## src/rtl/tisd_pkg.sv

```systemverilog
// shared types, key codes and byte helpers for the terminal input decoder
`default_nettype none
package tisd_pkg;

    typedef enum logic [2:0] {
        MODE_GROUND = 3'd0,
        MODE_ESC    = 3'd1,
        MODE_CSI    = 3'd2,
        MODE_SS3    = 3'd3,
        MODE_UTF8   = 3'd4
    } t_mode;

    localparam logic [4:0] KEY_CHAR  = 5'd0;
    localparam logic [4:0] KEY_ESC   = 5'd1;
    localparam logic [4:0] KEY_ENTER = 5'd2;
    localparam logic [4:0] KEY_TAB   = 5'd3;
    localparam logic [4:0] KEY_BKSP  = 5'd4;
    localparam logic [4:0] KEY_UP    = 5'd5;
    localparam logic [4:0] KEY_DOWN  = 5'd6;
    localparam logic [4:0] KEY_LEFT  = 5'd7;
    localparam logic [4:0] KEY_RIGHT = 5'd8;
    localparam logic [4:0] KEY_HOME  = 5'd9;
    localparam logic [4:0] KEY_END   = 5'd10;
    localparam logic [4:0] KEY_INS   = 5'd11;
    localparam logic [4:0] KEY_DEL   = 5'd12;
    localparam logic [4:0] KEY_PGUP  = 5'd13;
    localparam logic [4:0] KEY_PGDN  = 5'd14;
    localparam logic [4:0] KEY_F1    = 5'd15;
    localparam logic [4:0] KEY_F2    = 5'd16;
    localparam logic [4:0] KEY_F3    = 5'd17;
    localparam logic [4:0] KEY_F4    = 5'd18;
    localparam logic [4:0] KEY_F5    = 5'd19;
    localparam logic [4:0] KEY_F6    = 5'd20;
    localparam logic [4:0] KEY_F7    = 5'd21;
    localparam logic [4:0] KEY_F8    = 5'd22;
    localparam logic [4:0] KEY_F9    = 5'd23;
    localparam logic [4:0] KEY_F10   = 5'd24;
    localparam logic [4:0] KEY_F11   = 5'd25;
    localparam logic [4:0] KEY_F12   = 5'd26;

    localparam logic [2:0] MOD_SHIFT = 3'b001;
    localparam logic [2:0] MOD_ALT   = 3'b010;
    localparam logic [2:0] MOD_CTRL  = 3'b100;

    localparam logic [1:0] ACT_PRESS   = 2'd0;
    localparam logic [1:0] ACT_RELEASE = 2'd1;
    localparam logic [1:0] ACT_MOVE    = 2'd2;

    localparam logic [2:0] BTN_WHEEL_UP   = 3'd4;
    localparam logic [2:0] BTN_WHEEL_DOWN = 3'd5;

    localparam logic [7:0] BYTE_ESC  = 8'h1b;
    localparam logic [7:0] BYTE_LB   = 8'h5b;
    localparam logic [7:0] BYTE_O    = 8'h4f;
    localparam logic [7:0] BYTE_SEMI = 8'h3b;
    localparam logic [7:0] BYTE_LT   = 8'h3c;
    localparam logic [7:0] BYTE_M    = 8'h4d;
    localparam logic [7:0] BYTE_LM   = 8'h6d;
    localparam logic [7:0] BYTE_ZERO = 8'h30;

    typedef struct packed {
        logic        has_event;
        logic        event_kind;
        logic [4:0]  key_code;
        logic [2:0]  modifiers;
        logic [31:0] text_bytes;
        logic [2:0]  text_len;
        logic [2:0]  mouse_button;
        logic [1:0]  mouse_action;
        logic [15:0] mouse_row;
        logic [15:0] mouse_col;
        logic        seq_pending;
    } t_res;

    function automatic logic [2:0] lead_length(input logic [7:0] b);
        logic [2:0] len;
        if (b[7:5] == 3'b110) len = 3'd2;
        else if (b[7:4] == 4'b1110) len = 3'd3;
        else if (b[7:3] == 5'b11110) len = 3'd4;
        else len = 3'd1;
        return len;
    endfunction

    function automatic t_res key_evt(input logic [4:0] key, input logic [2:0] mods,
                                     input logic [31:0] text, input logic [2:0] tlen);
        t_res r;
        r = '0;
        r.has_event  = 1'b1;
        r.key_code   = key;
        r.modifiers  = mods;
        r.text_bytes = text;
        r.text_len   = tlen;
        return r;
    endfunction

    // event for a byte seen in ground state, no event for esc and for any byte with bit 7 set
    function automatic t_res ground_evt(input logic [7:0] b, input logic alt);
        t_res       r;
        logic [2:0] am;
        am = alt ? MOD_ALT : 3'b000;
        r  = '0;
        if (b == BYTE_ESC || b[7]) begin
            r = '0;
        end else if (b == 8'h0d || b == 8'h0a) begin
            r = key_evt(KEY_ENTER, am, 32'h0, 3'd0);
        end else if (b == 8'h09) begin
            r = key_evt(KEY_TAB, am, 32'h0, 3'd0);
        end else if (b == 8'h7f || b == 8'h08) begin
            r = key_evt(KEY_BKSP, am, 32'h0, 3'd0);
        end else if (b == 8'h00) begin
            r = key_evt(KEY_CHAR, am | MOD_CTRL, 32'h20, 3'd1);
        end else if (b <= 8'h1a) begin
            r = key_evt(KEY_CHAR, am | MOD_CTRL, {24'h0, b + 8'h60}, 3'd1);
        end else if (b >= 8'h1c && b <= 8'h1f) begin
            r = key_evt(KEY_CHAR, am | MOD_CTRL, {24'h0, b + 8'h40}, 3'd1);
        end else begin
            r = key_evt(KEY_CHAR, am, {24'h0, b}, 3'd1);
        end
        return r;
    endfunction

    function automatic logic [4:0] letter_key(input logic [7:0] b);
        logic [4:0] k;
        case (b)
            8'h41:   k = KEY_UP;
            8'h42:   k = KEY_DOWN;
            8'h43:   k = KEY_RIGHT;
            8'h44:   k = KEY_LEFT;
            8'h48:   k = KEY_HOME;
            8'h46:   k = KEY_END;
            8'h50:   k = KEY_F1;
            8'h51:   k = KEY_F2;
            8'h52:   k = KEY_F3;
            8'h53:   k = KEY_F4;
            default: k = KEY_CHAR;
        endcase
        return k;
    endfunction

    function automatic logic [4:0] vt_number_key(input logic [7:0] n);
        logic [4:0] k;
        case (n)
            8'd1:    k = KEY_HOME;
            8'd2:    k = KEY_INS;
            8'd3:    k = KEY_DEL;
            8'd4:    k = KEY_END;
            8'd5:    k = KEY_PGUP;
            8'd6:    k = KEY_PGDN;
            8'd11:   k = KEY_F1;
            8'd12:   k = KEY_F2;
            8'd13:   k = KEY_F3;
            8'd14:   k = KEY_F4;
            8'd15:   k = KEY_F5;
            8'd17:   k = KEY_F6;
            8'd18:   k = KEY_F7;
            8'd19:   k = KEY_F8;
            8'd20:   k = KEY_F9;
            8'd21:   k = KEY_F10;
            8'd23:   k = KEY_F11;
            8'd24:   k = KEY_F12;
            default: k = KEY_CHAR;
        endcase
        return k;
    endfunction

endpackage
`default_nettype wire

```

## src/rtl/terminal_input_sequence_decoder_unit.sv

```systemverilog
// terminal input decoder: utf-8, esc, csi, ss3 and sgr mouse, one result beat per input beat
// the result of an accepted input beat is registered, in the result register or, while that is held, in the skid
// throughput: one beat per cycle while the skid is empty, set by the single state update between input and result
// a two-entry output buffer (result register plus skid) takes one more beat after a stall
// reset: synchronous active low, returns to ground state and empties the output buffer
`default_nettype none
module terminal_input_sequence_decoder_unit
    import tisd_pkg::*;
#(
    parameter int PARAM_BITS = 16
) (
    input  wire logic        i_clk,
    input  wire logic        i_rst_n,
    input  wire logic        i_in_valid,
    output logic             o_in_stall,
    input  wire logic        i_req_type,
    input  wire logic [7:0]  i_data_byte,
    output logic             o_out_valid,
    input  wire logic        i_out_stall,
    output logic             o_has_event,
    output logic             o_event_kind,
    output logic [4:0]       o_key_code,
    output logic [2:0]       o_modifiers,
    output logic [31:0]      o_text_bytes,
    output logic [2:0]       o_text_len,
    output logic [2:0]       o_mouse_button,
    output logic [1:0]       o_mouse_action,
    output logic [15:0]      o_mouse_row,
    output logic [15:0]      o_mouse_col,
    output logic             o_seq_pending
);

    localparam int PB  = PARAM_BITS;
    localparam int SW  = (PB > 16) ? PB : 16;
    localparam int MW  = PB + 4;

    t_mode                r_mode, n_mode;
    logic                 r_alt, n_alt;
    logic [31:0]          r_buf, n_buf;
    logic [2:0]           r_need, n_need;
    logic [2:0]           r_have, n_have;
    logic                 r_first, n_first;
    logic                 r_lt, n_lt;
    logic [2:0][PB-1:0]   r_par, n_par;
    logic [1:0]           r_cnt, n_cnt;

    t_res                 r_out, r_skid, w_res;
    logic                 r_out_vld, r_skid_vld;

    logic                 w_acc, w_take, w_final, w_cont, w_digit;
    logic [7:0]           b;
    logic [MW-1:0]        w_acc_val;
    logic [PB-1:0]        w_cur, w_sat;
    logic [SW-1:0]        w_row, w_col;

    assign b       = i_data_byte;
    assign w_acc   = i_in_valid && !r_skid_vld;
    assign w_take  = r_out_vld && !i_out_stall;
    assign w_final = b >= 8'h40 && b <= 8'h7e;
    assign w_cont  = b[7:6] == 2'b10 && r_have < 3'd4;
    assign w_digit = b >= BYTE_ZERO && b <= 8'h39;

    // digit accumulate on the current parameter, saturating
    assign w_cur     = r_par[r_cnt[1] ? 2'd2 : r_cnt];
    assign w_acc_val = ({4'b0, w_cur} << 3) + ({4'b0, w_cur} << 1) + MW'(b[3:0]);
    assign w_sat     = (w_acc_val > {4'b0, {PB{1'b1}}}) ? {PB{1'b1}} : w_acc_val[PB-1:0];

    assign w_row = (r_par[2] == '0) ? '0 : SW'(r_par[2] - PB'(1));
    assign w_col = (r_par[1] == '0) ? '0 : SW'(r_par[1] - PB'(1));

    // next state
    always_comb begin
        n_mode  = r_mode;
        n_alt   = r_alt;
        n_buf   = r_buf;
        n_need  = r_need;
        n_have  = r_have;
        n_first = r_first;
        n_lt    = r_lt;
        n_par   = r_par;
        n_cnt   = r_cnt;
        if (i_req_type) begin
            n_mode  = MODE_GROUND;
            n_alt   = 1'b0;
            n_buf   = '0;
            n_need  = '0;
            n_have  = '0;
            n_first = 1'b0;
            n_lt    = 1'b0;
            n_par   = '0;
            n_cnt   = '0;
        end else begin
            case (r_mode)
                MODE_GROUND, MODE_ESC, MODE_UTF8: begin
                    if (r_mode == MODE_UTF8 && w_cont) begin
                        case (r_have[1:0])
                            2'd1:    n_buf = r_buf | {16'h0, b, 8'h0};
                            2'd2:    n_buf = r_buf | {8'h0, b, 16'h0};
                            2'd3:    n_buf = r_buf | {b, 24'h0};
                            default: n_buf = r_buf | {24'h0, b};
                        endcase
                        n_have = r_have + 3'd1;
                        if (r_have + 3'd1 >= r_need) begin
                            n_mode = MODE_GROUND;
                            n_buf  = '0;
                            n_need = '0;
                            n_have = '0;
                            n_alt  = 1'b0;
                        end
                    end else if (r_mode == MODE_ESC && b == BYTE_LB) begin
                        n_mode  = MODE_CSI;
                        n_first = 1'b0;
                        n_lt    = 1'b0;
                        n_par   = '0;
                        n_cnt   = '0;
                    end else if (r_mode == MODE_ESC && b == BYTE_O) begin
                        n_mode = MODE_SS3;
                    end else begin
                        n_mode = MODE_GROUND;
                        n_buf  = '0;
                        n_need = '0;
                        n_have = '0;
                        n_alt  = 1'b0;
                        if (b == BYTE_ESC) begin
                            n_mode = MODE_ESC;
                        end else if (b[7] && lead_length(b) != 3'd1) begin
                            n_mode = MODE_UTF8;
                            n_buf  = {24'h0, b};
                            n_need = lead_length(b);
                            n_have = 3'd1;
                            n_alt  = (r_mode == MODE_ESC);
                        end
                    end
                end
                MODE_CSI: begin
                    if (w_final) begin
                        n_mode  = MODE_GROUND;
                        n_first = 1'b0;
                        n_lt    = 1'b0;
                        n_par   = '0;
                        n_cnt   = '0;
                    end else begin
                        if (!r_first) begin
                            n_first = 1'b1;
                            n_lt    = (b == BYTE_LT);
                        end
                        if (b == BYTE_SEMI) begin
                            if (r_cnt != 2'd3) n_cnt = r_cnt + 2'd1;
                        end else if (w_digit && r_cnt != 2'd3) begin
                            n_par[r_cnt] = w_sat;
                        end
                    end
                end
                MODE_SS3: begin
                    n_mode = MODE_GROUND;
                end
                default: begin
                    n_mode  = MODE_GROUND;
                    n_alt   = 1'b0;
                    n_buf   = '0;
                    n_need  = '0;
                    n_have  = '0;
                    n_first = 1'b0;
                    n_lt    = 1'b0;
                    n_par   = '0;
                    n_cnt   = '0;
                end
            endcase
        end
    end

    // result of this beat
    always_comb begin
        logic [4:0] k;
        logic [2:0] m;
        logic [PB-1:0] p1m;
        w_res = '0;
        k     = KEY_CHAR;
        m     = 3'b000;
        p1m   = r_par[1] - PB'(1);
        if (i_req_type) begin
            if (r_mode == MODE_ESC) w_res = key_evt(KEY_ESC, 3'b000, 32'h0, 3'd0);
        end else begin
            case (r_mode)
                MODE_GROUND: begin
                    w_res = ground_evt(b, 1'b0);
                end
                MODE_ESC: begin
                    if (b == BYTE_ESC) w_res = key_evt(KEY_ESC, 3'b000, 32'h0, 3'd0);
                    else if (b != BYTE_LB && b != BYTE_O) w_res = ground_evt(b, 1'b1);
                end
                MODE_UTF8: begin
                    if (w_cont) begin
                        if (r_have + 3'd1 >= r_need) begin
                            w_res = key_evt(KEY_CHAR, r_alt ? MOD_ALT : 3'b000,
                                            n_buf, r_have + 3'd1);
                            case (r_have[1:0])
                                2'd1:    w_res.text_bytes = r_buf | {16'h0, b, 8'h0};
                                2'd2:    w_res.text_bytes = r_buf | {8'h0, b, 16'h0};
                                2'd3:    w_res.text_bytes = r_buf | {b, 24'h0};
                                default: w_res.text_bytes = r_buf | {24'h0, b};
                            endcase
                        end
                    end else begin
                        w_res = ground_evt(b, 1'b0);
                    end
                end
                MODE_SS3: begin
                    k = letter_key(b);
                    if (k != KEY_CHAR) w_res = key_evt(k, 3'b000, 32'h0, 3'd0);
                end
                MODE_CSI: begin
                    if (w_final && r_lt && (b == BYTE_M || b == BYTE_LM)) begin
                        if (r_cnt >= 2'd2) begin
                            w_res.has_event  = 1'b1;
                            w_res.event_kind = 1'b1;
                            w_res.modifiers  = r_par[0][4:2];
                            w_res.mouse_row  = (w_row > SW'(16'hffff)) ? 16'hffff : w_row[15:0];
                            w_res.mouse_col  = (w_col > SW'(16'hffff)) ? 16'hffff : w_col[15:0];
                            if (r_par[0][6]) begin
                                w_res.mouse_button = (r_par[0][1:0] == 2'd0) ?
                                                     BTN_WHEEL_UP : BTN_WHEEL_DOWN;
                                w_res.mouse_action = ACT_PRESS;
                            end else begin
                                w_res.mouse_button = {1'b0, r_par[0][1:0]};
                                if (r_par[0][5]) w_res.mouse_action = ACT_MOVE;
                                else if (b == BYTE_M) w_res.mouse_action = ACT_PRESS;
                                else w_res.mouse_action = ACT_RELEASE;
                            end
                        end
                    end else if (w_final) begin
                        if (r_cnt != 2'd0 && r_par[1] != '0) m = p1m[2:0];
                        if (b == 8'h7e) begin
                            k = (r_par[0] > PB'(8'hff)) ? KEY_CHAR
                                                        : vt_number_key(r_par[0][7:0]);
                        end else if (b == 8'h5a) begin
                            k = KEY_TAB;
                            m = m | MOD_SHIFT;
                        end else begin
                            k = letter_key(b);
                        end
                        if (k != KEY_CHAR) w_res = key_evt(k, m, 32'h0, 3'd0);
                    end
                end
                default: w_res = '0;
            endcase
        end
        w_res.seq_pending = (n_mode != MODE_GROUND);
    end

    always_ff @(posedge i_clk) begin
        if (!i_rst_n) begin
            r_mode  <= MODE_GROUND;
            r_alt   <= 1'b0;
            r_buf   <= '0;
            r_need  <= '0;
            r_have  <= '0;
            r_first <= 1'b0;
            r_lt    <= 1'b0;
            r_par   <= '0;
            r_cnt   <= '0;
        end else if (w_acc) begin
            r_mode  <= n_mode;
            r_alt   <= n_alt;
            r_buf   <= n_buf;
            r_need  <= n_need;
            r_have  <= n_have;
            r_first <= n_first;
            r_lt    <= n_lt;
            r_par   <= n_par;
            r_cnt   <= n_cnt;
        end
    end

    // result register with skid
    always_ff @(posedge i_clk) begin
        if (!i_rst_n) begin
            r_out_vld  <= 1'b0;
            r_skid_vld <= 1'b0;
        end else if (w_take) begin
            if (r_skid_vld) begin
                r_out      <= r_skid;
                r_skid_vld <= 1'b0;
            end else begin
                r_out_vld <= w_acc;
                if (w_acc) r_out <= w_res;
            end
        end else if (w_acc) begin
            if (!r_out_vld) begin
                r_out     <= w_res;
                r_out_vld <= 1'b1;
            end else begin
                r_skid     <= w_res;
                r_skid_vld <= 1'b1;
            end
        end
    end

    assign o_in_stall     = r_skid_vld;
    assign o_out_valid    = r_out_vld;
    assign o_has_event    = r_out.has_event;
    assign o_event_kind   = r_out.event_kind;
    assign o_key_code     = r_out.key_code;
    assign o_modifiers    = r_out.modifiers;
    assign o_text_bytes   = r_out.text_bytes;
    assign o_text_len     = r_out.text_len;
    assign o_mouse_button = r_out.mouse_button;
    assign o_mouse_action = r_out.mouse_action;
    assign o_mouse_row    = r_out.mouse_row;
    assign o_mouse_col    = r_out.mouse_col;
    assign o_seq_pending  = r_out.seq_pending;

endmodule
`default_nettype wire

```

## config.mk

```make
export PLATFORM = sky130hd
export DESIGN_NAME = terminal_input_sequence_decoder_unit
export DESIGN_NICKNAME = d
export VERILOG_FILES = /design/src/rtl/tisd_pkg.sv /design/src/rtl/terminal_input_sequence_decoder_unit.sv
export SDC_FILE = /design/constraint.sdc
export NUM_CORES = 1
export LEC_CHECK = 0
export BUFFER_PORTS_ARGS = -buffer_cell sky130_fd_sc_hd__buf_4
export CAP_MARGIN = 5
export CORE_MARGIN = 3
export CORE_UTILIZATION = 50
export CTS_BUF_LIST = sky130_fd_sc_hd__clkbuf_16
export DETAILED_ROUTE_END_ITERATION = 8
export PLACE_DENSITY = 0.66
export RECOVER_POWER = 100
export SYNTH_ARGS = -nofsm -noshare
export SYNTH_HDL_FRONTEND = slang
export SYNTH_SLANG_ARGS = --single-unit
```

## constraint.sdc

```tcl
create_clock -name i_clk -period 17.78 [get_ports i_clk]
set_input_delay 1.778 -clock i_clk [delete_from_list [all_inputs] [get_ports i_clk]]
set_output_delay 1.778 -clock i_clk [all_outputs]
set_load 0.01 [all_outputs]
```

==> out/summary.txt <==
Core Util, Final = 0.560
Final period util = 0.424
CTS buffer count = 27
worst endpoint data arrival time = 7.96 ns
Synth Flop Type = edfxtp_1
input/output buffers = 97
Max-slew headroom = -1.83
total power = 1.31 mW
Yosys reg bits = 267
startpoint types = register
chip width = 176 um
layout cell share with drive strength beyond 1 = 0.0607
Seq/Total Area, Yosys = 0.487
CP endpoint kind = register
largest net degree at the start of global routing = 86
Synth cell types = 89
fin crit period = 7.53 ns
Initial Util = 0.512
placed cells = 1,911
HPWL after DPL = 26.0 mm
Clock Sinks = 267
row count = 61
pre-CTS setup slack = 11.12 ns
initial drt markers = 1,175
unrepaired setup endpoints after global routing = no
slowest stage delay, CP = 1.09 ns
fmax = 133 MHz
initial antenna violation count = 1
Netlist Area Pre-Place = 14,400 um^2
failing checks = max-capacitance violations, max-slew violations
first-pass GRT wire length = 57.7 mm
Ys Warns = 0
Post-Syn Nets = 1,592
status = finished, violations left
Post-synth EDFFs = 166
Mapped Cells = 1,519
Lkg Pwr = 6.01 nW
Setup Buffers After CTS = 0
antenna diode count = 0
worst path cell trace = inv_1 -> ha_1 -> nor2_1 -> nand2_1 -> o21ai_0 -> fa_1 -> fa_1 -> a21o_1 -> a221o_1 -> o211ai_1 -> a211oi_1 -> o21ai_0 -> nor3_1 -> o21ai_0 -> a21boi_0 -> and3b_1 -> a221o_1
vias = 11,452
Initial DRT Pass Iterations = 7
Final GP Congestion = 0.942
Slew @ Worst Pin = 4.25 ns
GRT Residual Overflow = 0
vias in the first global route = 10,392
worst-path maximum fanout = 28
most used cell, CP = o21ai_0
Worst-Skew Late Latency = 0.54 ns
final worst slack = 10.25 ns
Layout Cells excl Fill = 1,960
async set-reset flop share out of synthesis = 0
setup violators final = 0
nets = 1,635
slowest CP cell = o21ai_0
Critical Path RT = 18.20 ns
H-tree lvl count = 1
post-synthesis area per instance = 9.46 um^2
worst vdd ir = 0.0634 mV
Clock Tree Buf Depth = 3
hold buffer count at CTS = 0
total wire length = 36.8 mm
area growth from synthesis to final layout = 9.49%
placed inst area = 15,300 um^2
Final Cell Area = 15,700 um^2
# IOs = 98
Antenna Nets Post-Route = 0
Vias/cell = 5.84
setup_tns = 0 ns
Resized cells post-CTS = 0
pwr dens = 82.9 nW/um^2
final hold violations = 0
critical path class = reg -> reg
wire per inst = 18.8 um
max-cap violations = 5
Max Clock Skew = 0.0202 ns
Final Max Tran Viols = 282
drc violations = 0
CORE AREA = 28,100 um^2
CTS tree = built
Die Y = 176 um
CTS clk-pin slew, worst paths = 0.07 ns
Root Driver = clkbuf_16
Hold Slack = 0.453 ns
Hold/Removal Path Class = reg -> reg
die area = 30,800 um^2
GRT Overall Usage = 0.231
cells by family (layout without fill, tap and decap cells):
kind of cell / Yosys count / in the layout / share of synthesized area
fa+ha+maj: 60 / 60 / 0.0533
flops: 267 / 267 / 0.487
xor+xnor: 43 / 43 / 0.0262
compound gates: 342 / 342 / 0.165
mux: 40 / 40 / 0.0297
buf+inv: 119 / 182 / 0.0333
simple gates: 648 / 648 / 0.206
placed cells by master (no fill, tap or decap), types with 30 or more instances in the layout:
master      n
a21o_1     32
a21oi_1    92
clkbuf_1   93
dfxtp_1   101
edfxtp_1  166
ha_1       58
inv_1      31
nand2_1   233
nor2_1    206
nor3_1     49
o21ai_0    61
o31ai_1    47
xnor2_1    30
final timing paths:
path | start | endpoint | slack (ns) | depth (start not counted)
max | r_cnt[1]$_SDFFE_PN0P_ | register | 10.25 | 17
max reg2reg | r_cnt[1]$_SDFFE_PN0P_ | register | 10.25 | 17
min | r_buf[14]$_SDFFE_PN0P_ | r_buf[14]$_SDFFE_PN0P_ | 0.45 | 2
min reg2reg | r_buf[14]$_SDFFE_PN0P_ | r_buf[14]$_SDFFE_PN0P_ | 0.45 | 2
critical path: cells and delay by family, from the launching register on:
family                   cells  cell delay [ns]
flip-flops                   1             0.89
adder cells (fa/ha/maj)      3             1.53
buffers and inverters        1             0.23
AO/OA/AOI/OAI                9             3.55
AND/OR/NAND/NOR              4             1.21
power by group:
| group | internal [mW] | switching, mW | leakage [nW] |
|---|---|---|---|
| Clock | 0.332 | 0.234 | 0.445 |
| Sequential | 0.666 | 0.00357 | 2.45 |
| Combinational | 0.0169 | 0.0517 | 3.12 |
area by class of cell:
class                   count  area [um^2]
fillers                  2580        12300
flip-flops and latches    267         7010
repair buffers            106          447
clock buffers              27          676
clock inverters            22          200
inverters                  27          101
multi-input cells        1133         6840
well taps                 378          473
registers in the layout, indices dropped and copies added (netlist names), 2 cells and up, named ones only:
| register | flops |
|---|---|
| r_skid | 83 |
| r_par | 48 |
| o_text_bytes | 32 |
| r_buf | 32 |
| o_mouse_col | 16 |
| o_mouse_row | 16 |
| o_key_code | 5 |
| o_modifiers | 3 |
| o_mouse_button | 3 |
| o_text_len | 3 |
| r_have | 3 |
| r_mode | 3 |
| r_need | 3 |
| o_mouse_action | 2 |
| r_cnt | 2 |
synthesized netlist by cell type, types with 4 or more instances:
| library cell | number | area share |
|---|---|---|
| a211oi_1 | 8 | 0.0042 |
| a21o_1 | 32 | 0.017 |
| a21oi_1 | 90 | 0.031 |
| a22o_1 | 8 | 0.0049 |
| a22oi_1 | 23 | 0.012 |
| a2bb2oi_1 | 5 | 0.0030 |
| a31oi_1 | 5 | 0.0022 |
| and2_1 | 28 | 0.012 |
| and3_1 | 6 | 0.0026 |
| and3b_1 | 4 | 0.0024 |
| buf_1 | 7 | 0.0018 |
| buf_2 | 11 | 0.0038 |
| clkbuf_1 | 71 | 0.019 |
| dfxtp_1 | 101 | 0.14 |
| edfxtp_1 | 166 | 0.35 |
| ha_1 | 58 | 0.050 |
| inv_1 | 24 | 0.0063 |
| mux2_2 | 21 | 0.016 |
| mux2i_1 | 19 | 0.013 |
| nand2_1 | 233 | 0.061 |
| nand2b_1 | 11 | 0.0048 |
| nand3_1 | 24 | 0.0084 |
| nand3b_1 | 6 | 0.0031 |
| nand4b_1 | 4 | 0.0024 |
| nor2_1 | 205 | 0.054 |
| nor2b_1 | 9 | 0.0039 |
| nor3_1 | 48 | 0.017 |
| nor3b_1 | 4 | 0.0021 |
| nor4_1 | 18 | 0.0078 |
| o21ai_0 | 58 | 0.020 |
| o22ai_1 | 8 | 0.0035 |
| o31ai_1 | 46 | 0.024 |
| o32ai_1 | 4 | 0.0024 |
| or2_2 | 7 | 0.0030 |
| or3_1 | 11 | 0.0048 |
| or4_1 | 13 | 0.0068 |
| xnor2_1 | 30 | 0.018 |
| xor2_1 | 13 | 0.0079 |
per-layer routing:
metal | GRT usage | up-vias | share of wire
met5 | 0 | - | 0.00054
met4 | 0.0498 | 2 | 0.017
met3 | 0.0393 | 53 | 0.087
met2 | 0.325 | 458 | 0.41
met1 | 0.369 | 5367 | 0.49
li1 | - | 5572 | -
Note: power is estimated with default switching activity, not from simulation.
